==> src/hdl/prc_pkg.sv <==
// Shared types, constants and the microcode program for the pitch rate controller.
// Used by prc_seq, prc_dp and pitch_rate_pi_controller_top; depends on nothing.
package prc_pkg;

  // Field and datapath widths
  localparam int SP_W    = 16;
  localparam int SC_W    = 16;
  localparam int US_W    = 20;
  localparam int GAIN_W  = 24;
  localparam int LIM_W   = 18;
  localparam int ACT_W   = 16;
  localparam int INTEG_W = 19;
  localparam int RAW_W   = 32;
  localparam int MUL_A_W = 36;
  localparam int MUL_B_W = 24;
  localparam int PROD_W  = MUL_A_W + MUL_B_W;
  localparam int ACC_W   = 63;
  localparam int SQ_W    = 20;
  localparam int INCM_W  = 33;
  localparam int CFG_IDX_W = 2;

  // Division of the integrator product by one million: drop the factor 2^6
  // by a shift, then long-divide by the odd part, DIV_BITS quotient bits a step.
  localparam int DIV_W        = 48;
  localparam int REM_W        = 14;
  localparam int DIV_SHIFT    = 6;
  localparam int DIV_BITS     = 4;
  localparam int DIV_ITERS    = DIV_W / DIV_BITS;
  localparam int LOOP_W       = $clog2(DIV_ITERS);
  localparam logic [REM_W:0] DIV_ODD = 15'd15625;
  localparam logic [52:0] US_HALF_SEC_BIAS = 53'd500000;

  localparam logic [US_W-1:0] LONG_INTERVAL_US = 20'd500000;
  localparam logic [LIM_W-1:0] LIMIT_MAX = 18'd131072;
  localparam logic signed [RAW_W-1:0] RAW_ONE = 32'sd16384;
  localparam logic signed [ACT_W-1:0] ACT_ONE = 16'sd16384;
  localparam logic signed [INTEG_W-1:0] INTEG_MAX = 19'sd131072;

  // Configuration register indexes
  localparam logic [CFG_IDX_W-1:0] CFG_GAIN_P  = 2'd0;
  localparam logic [CFG_IDX_W-1:0] CFG_GAIN_I  = 2'd1;
  localparam logic [CFG_IDX_W-1:0] CFG_GAIN_FF = 2'd2;
  localparam logic [CFG_IDX_W-1:0] CFG_INT_LIM = 2'd3;

  // Datapath operations, one per control word
  typedef enum logic [4:0] {
    OP_NOP,
    OP_ERR,
    OP_MUL_SQ,
    OP_SQ_RND,
    OP_MUL_ES,
    OP_MUL_M,
    OP_DIV_LOAD,
    OP_DIV_STEP,
    OP_MUL_INC,
    OP_INC_RND,
    OP_INTEG,
    OP_MUL_FS,
    OP_MUL_FF,
    OP_ACC_FF,
    OP_MUL_ES2,
    OP_MUL_PR,
    OP_ACC_PR,
    OP_ACC_INT,
    OP_ABS,
    OP_ROUND,
    OP_RAW,
    OP_EMIT
  } op_t;

  typedef enum logic [1:0] {
    JMP_NONE,
    JMP_INVALID,
    JMP_NOGATE,
    JMP_LOOP
  } jmp_t;

  typedef enum logic {
    SEQ_IDLE,
    SEQ_RUN
  } seq_state_t;

  localparam int STEP_W = 5;

  typedef struct packed {
    op_t               op;
    jmp_t              jmp;
    logic [STEP_W-1:0] target;
    logic              last;
  } ucode_t;

  // Status from datapath to sequencer for conditional jumps
  typedef struct packed {
    logic item_valid;
    logic integrate;
  } dp_status_t;

  localparam logic [STEP_W-1:0] STEP_DIV  = 5'd6;
  localparam logic [STEP_W-1:0] STEP_FF   = 5'd10;
  localparam logic [STEP_W-1:0] STEP_EMIT = 5'd20;
  localparam logic [STEP_W-1:0] STEP_NONE = 5'd0;

  function automatic ucode_t uw(input op_t op, input jmp_t jmp,
                                input logic [STEP_W-1:0] target, input logic last);
    ucode_t w;
    w.op     = op;
    w.jmp    = jmp;
    w.target = target;
    w.last   = last;
    return w;
  endfunction

  // Control store: one word per program address
  function automatic ucode_t ucode_rom(input logic [STEP_W-1:0] step);
    ucode_t w;
    case (step)
      5'd0:  w = uw(OP_ERR,      JMP_INVALID, STEP_EMIT, 1'b0);
      5'd1:  w = uw(OP_MUL_SQ,   JMP_NONE,    STEP_NONE, 1'b0);
      5'd2:  w = uw(OP_SQ_RND,   JMP_NOGATE,  STEP_FF,   1'b0);
      5'd3:  w = uw(OP_MUL_ES,   JMP_NONE,    STEP_NONE, 1'b0);
      5'd4:  w = uw(OP_MUL_M,    JMP_NONE,    STEP_NONE, 1'b0);
      5'd5:  w = uw(OP_DIV_LOAD, JMP_NONE,    STEP_NONE, 1'b0);
      5'd6:  w = uw(OP_DIV_STEP, JMP_LOOP,    STEP_DIV,  1'b0);
      5'd7:  w = uw(OP_MUL_INC,  JMP_NONE,    STEP_NONE, 1'b0);
      5'd8:  w = uw(OP_INC_RND,  JMP_NONE,    STEP_NONE, 1'b0);
      5'd9:  w = uw(OP_INTEG,    JMP_NONE,    STEP_NONE, 1'b0);
      5'd10: w = uw(OP_MUL_FS,   JMP_NONE,    STEP_NONE, 1'b0);
      5'd11: w = uw(OP_MUL_FF,   JMP_NONE,    STEP_NONE, 1'b0);
      5'd12: w = uw(OP_ACC_FF,   JMP_NONE,    STEP_NONE, 1'b0);
      5'd13: w = uw(OP_MUL_ES2,  JMP_NONE,    STEP_NONE, 1'b0);
      5'd14: w = uw(OP_MUL_PR,   JMP_NONE,    STEP_NONE, 1'b0);
      5'd15: w = uw(OP_ACC_PR,   JMP_NONE,    STEP_NONE, 1'b0);
      5'd16: w = uw(OP_ACC_INT,  JMP_NONE,    STEP_NONE, 1'b0);
      5'd17: w = uw(OP_ABS,      JMP_NONE,    STEP_NONE, 1'b0);
      5'd18: w = uw(OP_ROUND,    JMP_NONE,    STEP_NONE, 1'b0);
      5'd19: w = uw(OP_RAW,      JMP_NONE,    STEP_NONE, 1'b0);
      5'd20: w = uw(OP_EMIT,     JMP_NONE,    STEP_NONE, 1'b1);
      default: w = uw(OP_NOP,    JMP_NONE,    STEP_NONE, 1'b1);
    endcase
    return w;
  endfunction

endpackage

==> src/hdl/prc_seq.sv <==
// Microcode sequencer: step counter, loop counter and conditional jumps.
// Reads the control store in prc_pkg; drives the operation of prc_dp.
module prc_seq (
  input  logic                   clk,
  input  logic                   rst_n,
  input  logic                   start,
  input  logic                   emit_ok,
  input  prc_pkg::dp_status_t    status,
  output prc_pkg::op_t           op,
  output logic                   busy
);

  prc_pkg::seq_state_t              state_r, state_nxt;
  logic [prc_pkg::STEP_W-1:0]       step_r, step_nxt;
  logic [prc_pkg::LOOP_W-1:0]       loop_r, loop_nxt;
  prc_pkg::ucode_t                  word;
  logic                             take;
  logic                             hold;

  assign word = prc_pkg::ucode_rom(step_r);
  assign busy = (state_r == prc_pkg::SEQ_RUN);

  always_ff @(posedge clk) begin
    if (!rst_n) begin
      state_r <= prc_pkg::SEQ_IDLE;
      step_r  <= '0;
      loop_r  <= '0;
    end else begin
      state_r <= state_nxt;
      step_r  <= step_nxt;
      loop_r  <= loop_nxt;
    end
  end

  always_comb begin
    state_nxt = state_r;
    step_nxt  = step_r;
    loop_nxt  = loop_r;
    op        = prc_pkg::OP_NOP;
    take      = 1'b0;
    hold      = 1'b0;
    case (word.jmp)
      prc_pkg::JMP_NONE:    take = 1'b0;
      prc_pkg::JMP_INVALID: take = !status.item_valid;
      prc_pkg::JMP_NOGATE:  take = !status.integrate;
      prc_pkg::JMP_LOOP:    take = (loop_r != prc_pkg::LOOP_W'(prc_pkg::DIV_ITERS - 1));
      default:              take = 1'b0;
    endcase
    case (state_r)
      prc_pkg::SEQ_IDLE: begin
        if (start) begin
          state_nxt = prc_pkg::SEQ_RUN;
          step_nxt  = '0;
        end
      end
      prc_pkg::SEQ_RUN: begin
        // wait on the result slot before the final step
        hold = (word.op == prc_pkg::OP_EMIT) && !emit_ok;
        if (!hold) begin
          op = word.op;
          if (word.jmp == prc_pkg::JMP_LOOP) begin
            loop_nxt = take ? loop_r + 1'b1 : '0;
          end
          if (word.last) begin
            state_nxt = prc_pkg::SEQ_IDLE;
            step_nxt  = '0;
          end else if (take) begin
            step_nxt = word.target;
          end else begin
            step_nxt = step_r + 1'b1;
          end
        end
      end
      default: state_nxt = prc_pkg::SEQ_IDLE;
    endcase
  end

  a_idle_at_origin: assert property (@(posedge clk) disable iff (!rst_n)
    (state_r == prc_pkg::SEQ_IDLE) |-> (step_r == '0 && loop_r == '0))
    else $error("sequencer idle away from program start");

  a_loop_only_in_div: assert property (@(posedge clk) disable iff (!rst_n)
    (loop_r != '0) |-> (word.op == prc_pkg::OP_DIV_STEP))
    else $error("loop count live outside the division step");

endmodule

==> src/hdl/prc_dp.sv <==
// Datapath: operand registers, one shared multiplier, long divider, accumulator
// and controller state. One op a cycle from prc_seq unless held; uses prc_pkg.
module prc_dp (
  input  logic                              clk,
  input  logic                              rst_n,
  input  logic                              load,
  input  logic signed [prc_pkg::SP_W-1:0]   rate_setpoint,
  input  logic signed [prc_pkg::SP_W-1:0]   measured_rate,
  input  logic [prc_pkg::SC_W-1:0]          airspeed_scale,
  input  logic [prc_pkg::US_W-1:0]          elapsed_us,
  input  logic                              hold_integrator,
  input  logic                              inputs_valid,
  input  logic [prc_pkg::GAIN_W-1:0]        gain_p,
  input  logic [prc_pkg::GAIN_W-1:0]        gain_i,
  input  logic [prc_pkg::GAIN_W-1:0]        gain_ff,
  input  logic [prc_pkg::LIM_W-1:0]         int_limit,
  input  prc_pkg::op_t                      op,
  output prc_pkg::dp_status_t               status,
  output logic signed [prc_pkg::ACT_W-1:0]  actuator_command,
  output logic signed [prc_pkg::INTEG_W-1:0] integrator_value,
  output logic                              step_skipped
);

  // item registers
  logic signed [prc_pkg::SP_W-1:0]    sp_r, sp_nxt;
  logic signed [prc_pkg::SP_W-1:0]    meas_r, meas_nxt;
  logic [prc_pkg::SC_W-1:0]           sc_r, sc_nxt;
  logic [prc_pkg::US_W-1:0]           us_r, us_nxt;
  logic                               hold_r, hold_nxt;
  logic                               valid_r, valid_nxt;
  // working registers
  logic [prc_pkg::SP_W-1:0]           emag_r, emag_nxt;
  logic                               eneg_r, eneg_nxt;
  logic [prc_pkg::SP_W-1:0]           abssp_r, abssp_nxt;
  logic                               spneg_r, spneg_nxt;
  logic                               gate_r, gate_nxt;
  logic [prc_pkg::SQ_W-1:0]           sq_r, sq_nxt;
  logic [prc_pkg::PROD_W-1:0]         p_r, p_nxt;
  logic [prc_pkg::DIV_W-1:0]          div_r, div_nxt;
  logic [prc_pkg::REM_W-1:0]          rem_r, rem_nxt;
  logic [prc_pkg::INCM_W-1:0]         incm_r, incm_nxt;
  logic signed [prc_pkg::ACC_W-1:0]   acc_r, acc_nxt;
  logic                               accneg_r, accneg_nxt;
  logic [prc_pkg::RAW_W-1:0]          qmag_r, qmag_nxt;
  // controller state
  logic signed [prc_pkg::INTEG_W-1:0] integ_r, integ_nxt;
  logic signed [prc_pkg::RAW_W-1:0]   rawout_r, rawout_nxt;

  logic [prc_pkg::MUL_A_W-1:0]        mul_a;
  logic [prc_pkg::MUL_B_W-1:0]        mul_b;
  logic [prc_pkg::PROD_W-1:0]         mul_prod;

  logic [prc_pkg::REM_W:0]            dv_trial;
  logic [prc_pkg::REM_W-1:0]          dv_rem;
  logic [prc_pkg::DIV_W-1:0]          dv_quo;

  logic signed [prc_pkg::SP_W:0]      err_v;
  logic [prc_pkg::SP_W:0]             err_mag;
  logic [prc_pkg::SP_W:0]             sp_mag;
  logic [32:0]                        sq_sum;
  logic [52:0]                        dl_sum;
  logic [56:0]                        inc_sum;
  logic [prc_pkg::LIM_W-1:0]          lim;
  logic                               windup;
  logic signed [35:0]                 integ_ext;
  logic signed [35:0]                 incm_ext;
  logic signed [35:0]                 integ_sum;
  logic signed [35:0]                 lim_pos;
  logic signed [prc_pkg::ACC_W-1:0]   p_ext;
  logic [prc_pkg::ACC_W-1:0]          rnd_sum;
  logic [36:0]                        q_full;
  logic [36:0]                        q_cap;

  assign status.item_valid = valid_r;
  assign status.integrate  = gate_r;

  // shared unsigned multiplier, operands chosen by the operation
  always_comb begin
    mul_a = '0;
    mul_b = '0;
    case (op)
      prc_pkg::OP_MUL_SQ:  begin mul_a = 36'(sc_r);         mul_b = 24'(sc_r);   end
      prc_pkg::OP_MUL_ES:  begin mul_a = 36'(emag_r);       mul_b = 24'(sc_r);   end
      prc_pkg::OP_MUL_M:   begin mul_a = 36'(p_r[31:0]);    mul_b = 24'(us_r);   end
      prc_pkg::OP_MUL_INC: begin mul_a = 36'(div_r[31:0]);  mul_b = gain_i;      end
      prc_pkg::OP_MUL_FS:  begin mul_a = 36'(abssp_r);      mul_b = 24'(sc_r);   end
      prc_pkg::OP_MUL_FF:  begin mul_a = 36'(p_r[31:0]);    mul_b = gain_ff;     end
      prc_pkg::OP_MUL_ES2: begin mul_a = 36'(emag_r);       mul_b = 24'(sq_r);   end
      prc_pkg::OP_MUL_PR:  begin mul_a = p_r[35:0];         mul_b = gain_p;      end
      default:             begin mul_a = '0;                mul_b = '0;          end
    endcase
    mul_prod = mul_a * mul_b;
  end

  // restoring division by the odd part of one million, DIV_BITS quotient bits
  always_comb begin
    dv_rem   = rem_r;
    dv_quo   = div_r;
    dv_trial = '0;
    for (int k = 0; k < prc_pkg::DIV_BITS; k++) begin
      dv_trial = {dv_rem, dv_quo[prc_pkg::DIV_W-1]};
      dv_quo   = {dv_quo[prc_pkg::DIV_W-2:0], 1'b0};
      if (dv_trial >= prc_pkg::DIV_ODD) begin
        dv_trial  = dv_trial - prc_pkg::DIV_ODD;
        dv_quo[0] = 1'b1;
      end
      dv_rem = dv_trial[prc_pkg::REM_W-1:0];
    end
  end

  always_comb begin
    err_v     = $signed({sp_r[prc_pkg::SP_W-1], sp_r}) - $signed({meas_r[prc_pkg::SP_W-1], meas_r});
    err_mag   = err_v[prc_pkg::SP_W] ? (~err_v + 1'b1) : err_v;
    sp_mag    = sp_r[prc_pkg::SP_W-1] ? (~{1'b1, sp_r} + 1'b1) : {1'b0, sp_r};
    sq_sum    = {1'b0, p_r[31:0]} + 33'd2048;
    dl_sum    = {1'b0, p_r[51:0]} + prc_pkg::US_HALF_SEC_BIAS;
    inc_sum   = {1'b0, p_r[55:0]} + 57'(24'h800000);
    lim       = (int_limit > prc_pkg::LIMIT_MAX) ? prc_pkg::LIMIT_MAX : int_limit;
    windup    = (eneg_r && (rawout_r < -prc_pkg::RAW_ONE)) ||
                (!eneg_r && (rawout_r > prc_pkg::RAW_ONE));
    integ_ext = $signed({{17{integ_r[prc_pkg::INTEG_W-1]}}, integ_r});
    incm_ext  = $signed({3'b000, incm_r});
    lim_pos   = $signed({18'd0, lim});
    if (windup) begin
      integ_sum = integ_ext;
    end else if (eneg_r) begin
      integ_sum = integ_ext - incm_ext;
    end else begin
      integ_sum = integ_ext + incm_ext;
    end
    p_ext   = $signed({3'b000, p_r});
    rnd_sum = acc_r + 63'(26'h2000000);
    q_full  = rnd_sum[62:26];
    q_cap   = accneg_r ? 37'h0080000000 : 37'h007FFFFFFF;
  end

  always_comb begin
    sp_nxt     = sp_r;
    meas_nxt   = meas_r;
    sc_nxt     = sc_r;
    us_nxt     = us_r;
    hold_nxt   = hold_r;
    valid_nxt  = valid_r;
    emag_nxt   = emag_r;
    eneg_nxt   = eneg_r;
    abssp_nxt  = abssp_r;
    spneg_nxt  = spneg_r;
    gate_nxt   = gate_r;
    sq_nxt     = sq_r;
    p_nxt      = p_r;
    div_nxt    = div_r;
    rem_nxt    = rem_r;
    incm_nxt   = incm_r;
    acc_nxt    = acc_r;
    accneg_nxt = accneg_r;
    qmag_nxt   = qmag_r;
    integ_nxt  = integ_r;
    rawout_nxt = rawout_r;
    if (load) begin
      sp_nxt    = rate_setpoint;
      meas_nxt  = measured_rate;
      sc_nxt    = airspeed_scale;
      us_nxt    = elapsed_us;
      hold_nxt  = hold_integrator;
      valid_nxt = inputs_valid;
    end
    case (op)
      prc_pkg::OP_ERR: begin
        emag_nxt  = err_mag[prc_pkg::SP_W-1:0];
        eneg_nxt  = err_v[prc_pkg::SP_W];
        abssp_nxt = sp_mag[prc_pkg::SP_W-1:0];
        spneg_nxt = sp_r[prc_pkg::SP_W-1];
        gate_nxt  = !hold_r && (gain_i != '0) && (us_r <= prc_pkg::LONG_INTERVAL_US);
      end
      prc_pkg::OP_MUL_SQ, prc_pkg::OP_MUL_ES, prc_pkg::OP_MUL_M, prc_pkg::OP_MUL_INC,
      prc_pkg::OP_MUL_FS, prc_pkg::OP_MUL_FF, prc_pkg::OP_MUL_ES2, prc_pkg::OP_MUL_PR:
        p_nxt = mul_prod;
      prc_pkg::OP_SQ_RND: sq_nxt = sq_sum[31:12];
      prc_pkg::OP_DIV_LOAD: begin
        div_nxt = {1'b0, dl_sum[52:prc_pkg::DIV_SHIFT]};
        rem_nxt = '0;
      end
      prc_pkg::OP_DIV_STEP: begin
        div_nxt = dv_quo;
        rem_nxt = dv_rem;
      end
      prc_pkg::OP_INC_RND: incm_nxt = inc_sum[56:24];
      prc_pkg::OP_INTEG: begin
        if (integ_sum > lim_pos) begin
          integ_nxt = prc_pkg::INTEG_W'(lim_pos);
        end else if (integ_sum < -lim_pos) begin
          integ_nxt = prc_pkg::INTEG_W'(-lim_pos);
        end else begin
          integ_nxt = prc_pkg::INTEG_W'(integ_sum);
        end
      end
      prc_pkg::OP_ACC_FF:  acc_nxt = spneg_r ? -p_ext : p_ext;
      prc_pkg::OP_ACC_PR:  acc_nxt = eneg_r ? (acc_r - p_ext) : (acc_r + p_ext);
      prc_pkg::OP_ACC_INT:
        acc_nxt = acc_r + $signed({{20{integ_r[prc_pkg::INTEG_W-1]}}, integ_r, 24'd0});
      prc_pkg::OP_ABS: begin
        accneg_nxt = acc_r[prc_pkg::ACC_W-1];
        acc_nxt    = acc_r[prc_pkg::ACC_W-1] ? -acc_r : acc_r;
      end
      prc_pkg::OP_ROUND: qmag_nxt = (q_full > q_cap) ? q_cap[31:0] : q_full[31:0];
      prc_pkg::OP_RAW:   rawout_nxt = accneg_r ? $signed(~qmag_r + 1'b1) : $signed(qmag_r);
      default: ;
    endcase
  end

  always_ff @(posedge clk) begin
    if (!rst_n) begin
      integ_r  <= '0;
      rawout_r <= '0;
      valid_r  <= 1'b0;
      gate_r   <= 1'b0;
    end else begin
      integ_r  <= integ_nxt;
      rawout_r <= rawout_nxt;
      valid_r  <= valid_nxt;
      gate_r   <= gate_nxt;
    end
  end

  always_ff @(posedge clk) begin
    sp_r     <= sp_nxt;
    meas_r   <= meas_nxt;
    sc_r     <= sc_nxt;
    us_r     <= us_nxt;
    hold_r   <= hold_nxt;
    emag_r   <= emag_nxt;
    eneg_r   <= eneg_nxt;
    abssp_r  <= abssp_nxt;
    spneg_r  <= spneg_nxt;
    sq_r     <= sq_nxt;
    p_r      <= p_nxt;
    div_r    <= div_nxt;
    rem_r    <= rem_nxt;
    incm_r   <= incm_nxt;
    acc_r    <= acc_nxt;
    accneg_r <= accneg_nxt;
    qmag_r   <= qmag_nxt;
  end

  always_comb begin
    if (rawout_r > prc_pkg::RAW_ONE) begin
      actuator_command = prc_pkg::ACT_ONE;
    end else if (rawout_r < -prc_pkg::RAW_ONE) begin
      actuator_command = -prc_pkg::ACT_ONE;
    end else begin
      actuator_command = rawout_r[prc_pkg::ACT_W-1:0];
    end
  end

  assign integrator_value = integ_r;
  assign step_skipped     = !valid_r;

  a_integ_bounded: assert property (@(posedge clk) disable iff (!rst_n)
    (integ_r <= prc_pkg::INTEG_MAX) && (integ_r >= -prc_pkg::INTEG_MAX))
    else $error("integrator outside its clamp range");

endmodule

==> src/hdl/pitch_rate_pi_controller_top.sv <==
// Top level of the pitch body-rate PI controller with feedforward and anti-windup.
// Instantiates prc_seq and prc_dp; uses prc_pkg for types and constants.
//
//   channel  direction  handshake            request contents
//   in_      input      in_valid / in_stall  setpoint, measured rate, scaler, dt, flags
//   out_     output     out_valid/out_stall  actuator command, integrator, skip flag
//   cfg_     input      cfg_we               register index and write data
//
// One request at a time: in_stall is high while the sequencer runs. A request
// occupies the sequencer for the fewest steps when invalid, more when the
// integrator is frozen and the most when it integrates; the long division
// by one million (12 passes of 4 quotient bits) takes the largest share.
// Reset (rst_n low, synchronous) clears gains, integrator and stored command.
// A stalled result holds in the output register; the sequencer waits at its
// final step until the slot frees, and a new request is taken only once it is idle.
module pitch_rate_pi_controller_top (
  input  logic                                 clk,
  input  logic                                 rst_n,
  // request channel
  input  logic                                 in_valid,
  output logic                                 in_stall,
  input  logic signed [prc_pkg::SP_W-1:0]      in_rate_setpoint,
  input  logic signed [prc_pkg::SP_W-1:0]      in_measured_rate,
  input  logic [prc_pkg::SC_W-1:0]             in_airspeed_scale,
  input  logic [prc_pkg::US_W-1:0]             in_elapsed_us,
  input  logic                                 in_hold_integrator,
  input  logic                                 in_inputs_valid,
  // result channel
  output logic                                 out_valid,
  input  logic                                 out_stall,
  output logic signed [prc_pkg::ACT_W-1:0]     out_actuator_command,
  output logic signed [prc_pkg::INTEG_W-1:0]   out_integrator_value,
  output logic                                 out_step_skipped,
  // configuration
  input  logic                                 cfg_we,
  input  logic [prc_pkg::CFG_IDX_W-1:0]        cfg_index,
  input  logic [prc_pkg::GAIN_W-1:0]           cfg_wdata
);

  logic [prc_pkg::GAIN_W-1:0]          gain_p_r, gain_p_nxt;
  logic [prc_pkg::GAIN_W-1:0]          gain_i_r, gain_i_nxt;
  logic [prc_pkg::GAIN_W-1:0]          gain_ff_r, gain_ff_nxt;
  logic [prc_pkg::LIM_W-1:0]           int_lim_r, int_lim_nxt;

  logic                                out_valid_r, out_valid_nxt;
  logic signed [prc_pkg::ACT_W-1:0]    out_act_r, out_act_nxt;
  logic signed [prc_pkg::INTEG_W-1:0]  out_integ_r, out_integ_nxt;
  logic                                out_skip_r, out_skip_nxt;

  logic                                seq_busy;
  logic                                in_take;
  logic                                emit_ok;
  prc_pkg::op_t                        seq_op;
  prc_pkg::dp_status_t                 dp_status;
  logic signed [prc_pkg::ACT_W-1:0]    dp_act;
  logic signed [prc_pkg::INTEG_W-1:0]  dp_integ;
  logic                                dp_skip;

  // take a request only while the sequencer is idle
  assign in_stall = seq_busy;
  assign in_take  = in_valid && !seq_busy;
  // the result slot is free when empty or being drained this cycle
  assign emit_ok  = !out_valid_r || !out_stall;

  prc_seq u_seq (
    .clk     (clk),
    .rst_n   (rst_n),
    .start   (in_take),
    .emit_ok (emit_ok),
    .status  (dp_status),
    .op      (seq_op),
    .busy    (seq_busy)
  );

  prc_dp u_dp (
    .clk              (clk),
    .rst_n            (rst_n),
    .load             (in_take),
    .rate_setpoint    (in_rate_setpoint),
    .measured_rate    (in_measured_rate),
    .airspeed_scale   (in_airspeed_scale),
    .elapsed_us       (in_elapsed_us),
    .hold_integrator  (in_hold_integrator),
    .inputs_valid     (in_inputs_valid),
    .gain_p           (gain_p_r),
    .gain_i           (gain_i_r),
    .gain_ff          (gain_ff_r),
    .int_limit        (int_lim_r),
    .op               (seq_op),
    .status           (dp_status),
    .actuator_command (dp_act),
    .integrator_value (dp_integ),
    .step_skipped     (dp_skip)
  );

  // configuration writes: mask each register to its own width
  always_comb begin
    gain_p_nxt  = gain_p_r;
    gain_i_nxt  = gain_i_r;
    gain_ff_nxt = gain_ff_r;
    int_lim_nxt = int_lim_r;
    if (cfg_we) begin
      case (cfg_index)
        prc_pkg::CFG_GAIN_P:  gain_p_nxt  = cfg_wdata;
        prc_pkg::CFG_GAIN_I:  gain_i_nxt  = cfg_wdata;
        prc_pkg::CFG_GAIN_FF: gain_ff_nxt = cfg_wdata;
        prc_pkg::CFG_INT_LIM: int_lim_nxt = cfg_wdata[prc_pkg::LIM_W-1:0];
        default: ;
      endcase
    end
  end

  // result register: load on the final program step, drop once taken
  always_comb begin
    out_valid_nxt = out_valid_r;
    out_act_nxt   = out_act_r;
    out_integ_nxt = out_integ_r;
    out_skip_nxt  = out_skip_r;
    if (seq_op == prc_pkg::OP_EMIT) begin
      out_valid_nxt = 1'b1;
      out_act_nxt   = dp_act;
      out_integ_nxt = dp_integ;
      out_skip_nxt  = dp_skip;
    end else if (!out_stall) begin
      out_valid_nxt = 1'b0;
    end
  end

  always_ff @(posedge clk) begin
    if (!rst_n) begin
      gain_p_r    <= '0;
      gain_i_r    <= '0;
      gain_ff_r   <= '0;
      int_lim_r   <= '0;
      out_valid_r <= 1'b0;
    end else begin
      gain_p_r    <= gain_p_nxt;
      gain_i_r    <= gain_i_nxt;
      gain_ff_r   <= gain_ff_nxt;
      int_lim_r   <= int_lim_nxt;
      out_valid_r <= out_valid_nxt;
    end
  end

  always_ff @(posedge clk) begin
    out_act_r   <= out_act_nxt;
    out_integ_r <= out_integ_nxt;
    out_skip_r  <= out_skip_nxt;
  end

  assign out_valid            = out_valid_r;
  assign out_actuator_command = out_act_r;
  assign out_integrator_value = out_integ_r;
  assign out_step_skipped     = out_skip_r;

  a_emit_into_free_slot: assert property (@(posedge clk) disable iff (!rst_n)
    (seq_op == prc_pkg::OP_EMIT) |-> (!out_valid_r || !out_stall))
    else $error("result written over a held result");

endmodule
==> config.mk <==
export PLATFORM = sky130hd
export DESIGN_NAME = pitch_rate_pi_controller_top
export DESIGN_NICKNAME = d
export VERILOG_FILES = /design/src/hdl/prc_pkg.sv /design/src/hdl/prc_seq.sv /design/src/hdl/prc_dp.sv /design/src/hdl/pitch_rate_pi_controller_top.sv
export SDC_FILE = /design/constraint.sdc
export NUM_CORES = 2
export LEC_CHECK = 0
export BUFFER_PORTS_ARGS = -buffer_cell sky130_fd_sc_hd__buf_4
export CAP_MARGIN = 20
export CORE_MARGIN = 2
export CORE_UTILIZATION = 60
export DETAILED_ROUTE_END_ITERATION = 6
export PLACE_DENSITY_LB_ADDON = 0.2
export SYNTH_ARGS = -nofsm -noshare
export SYNTH_HDL_FRONTEND = slang
export SYNTH_SLANG_ARGS = --single-unit
export TNS_END_PERCENT = 1
==> constraint.sdc <==
create_clock -name clk -period 10.38 [get_ports clk]
set_input_delay 1.557 -clock clk [delete_from_list [all_inputs] [get_ports clk]]
set_output_delay 1.557 -clock clk [all_outputs]
set_load 0.005 [all_outputs]
# Word level (Yosys, flattened, before mapping)
# Memories as Yosys holds them, arrays and structs flattened. A register that Yosys moved wholly into a read port is not among the register bits.
# Cells that the tools add are included.
# op_classes
n_addsub	22
multipliers	1
n_lt_le_gt_ge	11
n_eq_ne	33
n_mux	44
bitwise_logic	5
n_reduce_logical	33
# op_table
op	n
one-hot mux 63 bit (4 select lines)	1
one-hot mux 36 bit (6 select lines)	1
two-way mux 63 bit	3
one-hot mux 24 bit (6 select lines)	1
two-way mux 32 bit	3
one-hot mux 48 bit (2 select lines)	1
two-way mux 36 bit	2
adder 63 x 26 -> 63 bit, second input constant	1
adder 63 x 43 -> 63 bit	1
adder 63 x 61 -> 63 bit	1
negator 60 -> 63 bit	1
negator 63 bit	1
subtractor 63 x 61 -> 63 bit	1
>= comparator 15 x 14 -> 1 bit, second input constant	4
multiplier 36 x 24 -> 60 bit	1
adder 56 x 24 -> 57 bit, second input constant	1
two-way mux 14 bit	4
subtractor 14 bit, second input constant	4
adder 52 x 19 -> 53 bit, second input constant	1
equality test 5 x 4 -> 1 bit, second input constant	8
two-way mux 5 bit	8
two-way mux 19 bit	2
greater-than comparator 37 bit	1
greater-than comparator 36 x 19 -> 1 bit	1
other kinds (47)	96
# word_totals
register_bits	564
romBits	384
in_bits	101
out_inout_bits	38
word_cells	185
mem_count	1
# mem_list
memory	words	width	read_ports	rd_clocked_by_memory_dff	wr	line_no	text
(name not given)	32	12	1	1	0	prc_pkg.sv:116	case (step)

# Logic depth before layout (Yosys ltp)
# logic_depth
word_depth	10
depth_mapped	41
mapped_depth_nobuf	39

# By module
# Synthesis repeated with hierarchy kept, for this count alone.
# unflattened
hier_cells	8002
hier_area_um2	69968.4
# by_module_without_submodules
mod	instances	cells_each	area_each_um2	seq_area_each_um2
prc_dp	1	7500	64275.4	12291.8
pitch_rate_pi_controller_top	1	366	4456.8	2902.8
prc_seq	1	136	1236.2	400.4

# Worst setup path before layout
# No wires, ideal clock.
# synth_timing
kind	input -> register
from	input port out_stall
to	register u_dp.p_r[56] (netlist bit) (data pin)
setup_ns	0.259
arrival_time_ns	10.943
required_ns	10.121
setup_slack_ns	-0.822
cell_stages	38
path_buffers	3
cell_sequence	nand2_1 -> o21ai_0 -> nor2_1 -> nor2_1 -> clkbuf_1 -> a221o_1 -> clkbuf_1 -> clkbuf_1 -> nand2_1 -> fa_1 -> inv_1 -> fa_1 -> inv_1 -> fa_1 -> fa_1 -> fa_1 -> inv_1 -> fa_1 -> [... 2 more ...] -> inv_1 -> ha_1 -> and2_1 -> a221oi_1 -> o21ai_0 -> a2111oi_0 -> nor4_1 -> o21ai_0 -> o211ai_1 -> o211ai_1 -> a21oi_1 -> o31ai_1 -> o21ai_0 -> o311a_1 -> o31ai_1 -> nand2b_1 -> a21oi_1 -> xnor2_1
# synth_via
elab_chain_len	10
elab_cells_between_ends	20
classes_between	mul: 1; eq/ne: 8; mux: 4; reduce/logical: 7
# synth_lines
item	line_no	text
start: declaration	pitch_rate_pi_controller_top.sv:30	input logic out_stall,
logical NOT 1 bit *	-	
logical OR 1 bit *	pitch_rate_pi_controller_top.sv:63	assign emit_ok = !out_valid_r || !out_stall;
logical NOT 1 bit *	prc_seq.sv:58	hold = (word.op == prc_pkg::OP_EMIT) && !emit_ok;
logical AND 1 bit *	prc_seq.sv:58	
two-way mux 5 bit *	prc_seq.sv:59	if (!hold) begin
two-way mux 5 bit *	prc_seq.sv:49	case (state_r)
equality test 5 x 2 -> 1 bit, or another cell as far along	prc_dp.sv:81	case (op)
OR reduction 3 bit (no line) / OR reduction 2 bit (equally long branches)	-	
one-hot mux 24 bit (6 select lines) / one-hot mux 36 bit (6 select lines) (equally long branches)	prc_dp.sv:81	
multiplier 36 x 24 -> 60 bit *	prc_dp.sv:92	mul_prod = mul_a * mul_b;
named net u_dp.mul_prod (one bit)	prc_dp.sv:51	logic [prc_pkg::PROD_W-1:0] mul_prod;
end signal: assignment	prc_dp.sv:236	p_r <= p_nxt;
end: declaration	prc_dp.sv:38	logic [prc_pkg::PROD_W-1:0] p_r, p_nxt;
# Mark *: on every way through the listed nets, which the timed path passes. The rest lies on a longest branch.
# A chain may end at the register's enable or synchronous reset.

# Final worst setup path
# Same ends and word-level chain as after synthesis.

==> metrics <==
outcome=complete, no violations; combinational share of power=0.224; Fin Setup TNS=0 ns; reg2reg end=u_dp.p_r[56]; Final Hold Vio Count=0; largest net degree at the start of global routing=93; share of the synthesized area in the top cell type=0.217; Ports=139; WL final=~220,000 µm; layout cells sized above 1=0.105; period utilization=0.970; met3 usage=0.0781; TritonCTS clock tree=done; hold_sp=gain_p_r[12]; reg-to-reg slack, setup=0.42 ns; non-filler cells in the finished layout=9,908; # setup viols final=0; Cell Int Power=4.67 mW; gr ovfl total=0; port bufs=between 100 and 150; post-synth top area cell=fa_1; Placed Cells=slightly below 10,000; Die X=343 µm; Worst-path clk slew=0.06 ns; most common cell after layout, fill and taps aside=nand2_1; vias in the first global route=roughly 60,000; Slew HR=0.280; die height=343 µm; Max Cap Viol=0; Mapped Nets=9,365; CTS Buffer Depth=3; initial DRC count=5,328; WL/cell=22.5 µm; Post-synth EDFFs=410; Worst-Skew Late Latency=0.67 ns; Least-Margin Pin Slew=1.08 ns; Power, Total=6.76 mW; worst hold-check path type=flop to flop; initial antenna violation count=6; sequential power share=0.391; CP peak stage delay=between 0.5 and 0.6 ns; fin nets=9,641; core region area=around 110,000 µm²; Yosys warning count=0; clk_skew=0.0389 ns; DRC violations left=0; Clock power frac=0.385; Setup crit start kind=input pin; post-synthesis instance total=about 8,000; Sw Ratio=0.309; DP Area=about 75,000 µm²; gpl congestion=between 1 and 1.5; Sink Count=between 500 and 600; Post-DRT Antenna Nets=0; Initial Util=0.605; worst setup path start=out_stall; post-detailed-placement half-perimeter wirelength=~180,000 µm; most used cell, CP=fa_1; Vias per Instance=between 6 and 7; # H-tree levels=3; WHS Endpoint=gain_p_r[12]; PwrDens=between 80 and 90 nW/µm²; Num CTS Buffers=70; CP Class=input pin to flop; Post-synth ARST share=0; Switch Pwr=~2.1 mW; sequential share of the synthesized area=0.226; crit path DAT=between 10 and 15 ns; cts hold-fix bufs=0; global-route track usage on met1=0.485; CP required=10.76 ns; reg2reg path depth=41; CP Capture Type=flop; # fillers=9,350; Max Freq=99.3 MHz; Clock Tree Root=clkbuf_16; busiest grt layer=met2; Area Growth Syn to Fin=12.2%; Via Count=59,600; top cells by area, synth=fa_1 22%, edfxtp_1 18%, ha_1 8.1%, nand2_1 6.3%, inv_1 5.8%; Sequential Area=15,600 µm²; most frequent cells in the layout=1,151 x nand2_1, 1,072 x inv_1, 750 x fa_1, 737 x nor2_1, 562 x buf_4; Critical R2R Launch=u_seq.word[11]; area occupied by multi-input gates=48,500 µm²; n_diodes=0; final worst path period need=10.07 ns; LEAKAGE=between 30 and 40 nW; met2 Usage GRT=0.610; Post-Layout Inst Area=between 70,000 and 80,000 µm²; Max Slew Vio Count=0; Mapped Area=69,100 µm²; Peak VDD IR=0.000128 V; crit path max fanout=13; synth unique cells=111; drt first pass iters=6; die area=roughly 120,000 µm²; Seq cells post-synth=about 570; # rows=124; CP max stage cell=fa_1; synthesized area per cell=between 8 and 9 µm²; Synth Flop Type=edfxtp_1; cell count of the worst hold path=2; GR Util All Layers=0.378; first-pass GRT wire length=approximately 340,000 µm
==> layer usage <==
metal	up-vias	part of all wire
li1	27300	-
met1	28900	0.39
met2	2816	0.46
met3	643	0.090
met4	6	0.059
met5	-	0.00015
==> registers in the layout (all words and copies together) (netlist names), 16 cells and up <==
register and flops:
gain_ff_r 24, u_dp.qmag_r 32, gain_i_r 24, u_dp.incm_r 33, out_integrator_value 19, u_dp.us_r 20, u_dp.emag_r 16, int_lim_r 18
u_dp.sp_r 16, gain_p_r 24, u_dp.sc_r 16, u_dp.abssp_r 16, u_dp.rawout_r 32, u_dp.acc_r 63, u_dp.div_r 48, u_dp.p_r 60
u_dp.meas_r 16, u_dp.sq_r 20, u_dp.integrator_value 19, out_actuator_command 16
==> synth_stat cells (58+ instances only) <==
cell / n
a21o_1: 102
a21oi_1: 435
a22oi_1: 98
and2_1: 88
and3_1: 74
clkbuf_1: 368
dfxtp_1: 164
edfxtp_1: 410
fa_1: 750
ha_1: 450
inv_1: 1074
nand2_1: 1153
nand2b_1: 81
nand3_1: 124
nand4_1: 78
nor2_1: 745
nor2b_1: 58
nor3_1: 127
nor4_1: 64
o21ai_0: 264
or3_1: 76
xnor2_1: 376
xor2_1: 222
==> through the flow <==
step                hold WS [ns]  setup WS [ns]   util
detailed placement         0.443         -0.710  0.654
CTS                        0.454        -0.0296  0.675
finish                     0.454          0.310  0.678
global route               0.471       -0.00579  0.678
floorplan                  0.413      0.0000462      -
global placement           0.441         -0.568  0.654
==> cell type report <==
type | count | share of cell area
multi-input combinational | 6011 | 0.625
sequential | 574 | 0.201
timing repair buffer | 608 | 0.0658
inverter | 1075 | 0.0521
clock buffer | 92 | 0.0251
tap | 1512 | 0.0244
clock inverter | 36 | 0.00616
==> timing repair <==
| action | 4_1_cts | 5_1_grt |
|---|---|---|
| endpoints found under the setup margin | 4 | 10 |
| hold endpoints to repair | 0 | 0 |
| setup buffers | 0 | 7 |
| gates cloned | 0 | 3 |
| gates resized for setup | 2 | 46 |
| pin swaps | 0 | 26 |
==> critical path, delay by kind of cell <==
| family | cells | cell delay, ns |
|---|---|---|
| compound gates | 14 | 2.64 |
| simple gates | 6 | 0.88 |
| xor+xnor | 1 | 0.08 |
| buf+inv | 11 | 1.22 |
| fa+ha+maj | 8 | 4.04 |
==> power by group through the flow <==
stage | Sequential (mW) | Combinational (mW) | Clock (mW)
after floorplan | 2.63 | 1.07 | 0
after global placement | 2.68 | 1.44 | 0
after detailed placement | 2.68 | 1.47 | 0
after CTS | 2.64 | 1.48 | 2.64
after global routing | 2.64 | 1.65 | 2.72
final | 2.64 | 1.51 | 2.60
==> worst max-delay path by stage <==
stage	endpoint	slack (ns)
3_3_place_gp	u_dp.p_r[56]	-0.57
2_1_floorplan	u_dp.p_r[59]	0.00005
5_1_grt	u_dp.p_r[59]	-0.006
3_5_place_dp	u_dp.p_r[56]	-0.71
4_1_cts	u_dp.p_r[56]	-0.03
6_report	u_dp.p_r[56]	0.31
==> kinds of logic after synthesis <==
family                     after synthesis  share of synthesized area
AOI/OAI and AO/OA                     1371                      0.128
xor gates and xnor gates               599                     0.0760
adders and majority gates             1200                      0.299
buffers and inverters                 1479                     0.0811
DFF                                    574                      0.226
muxes                                   42                    0.00651
and+or+nand+nor                       2799                      0.184
Note: power is estimated with default switching activity, not from simulation.
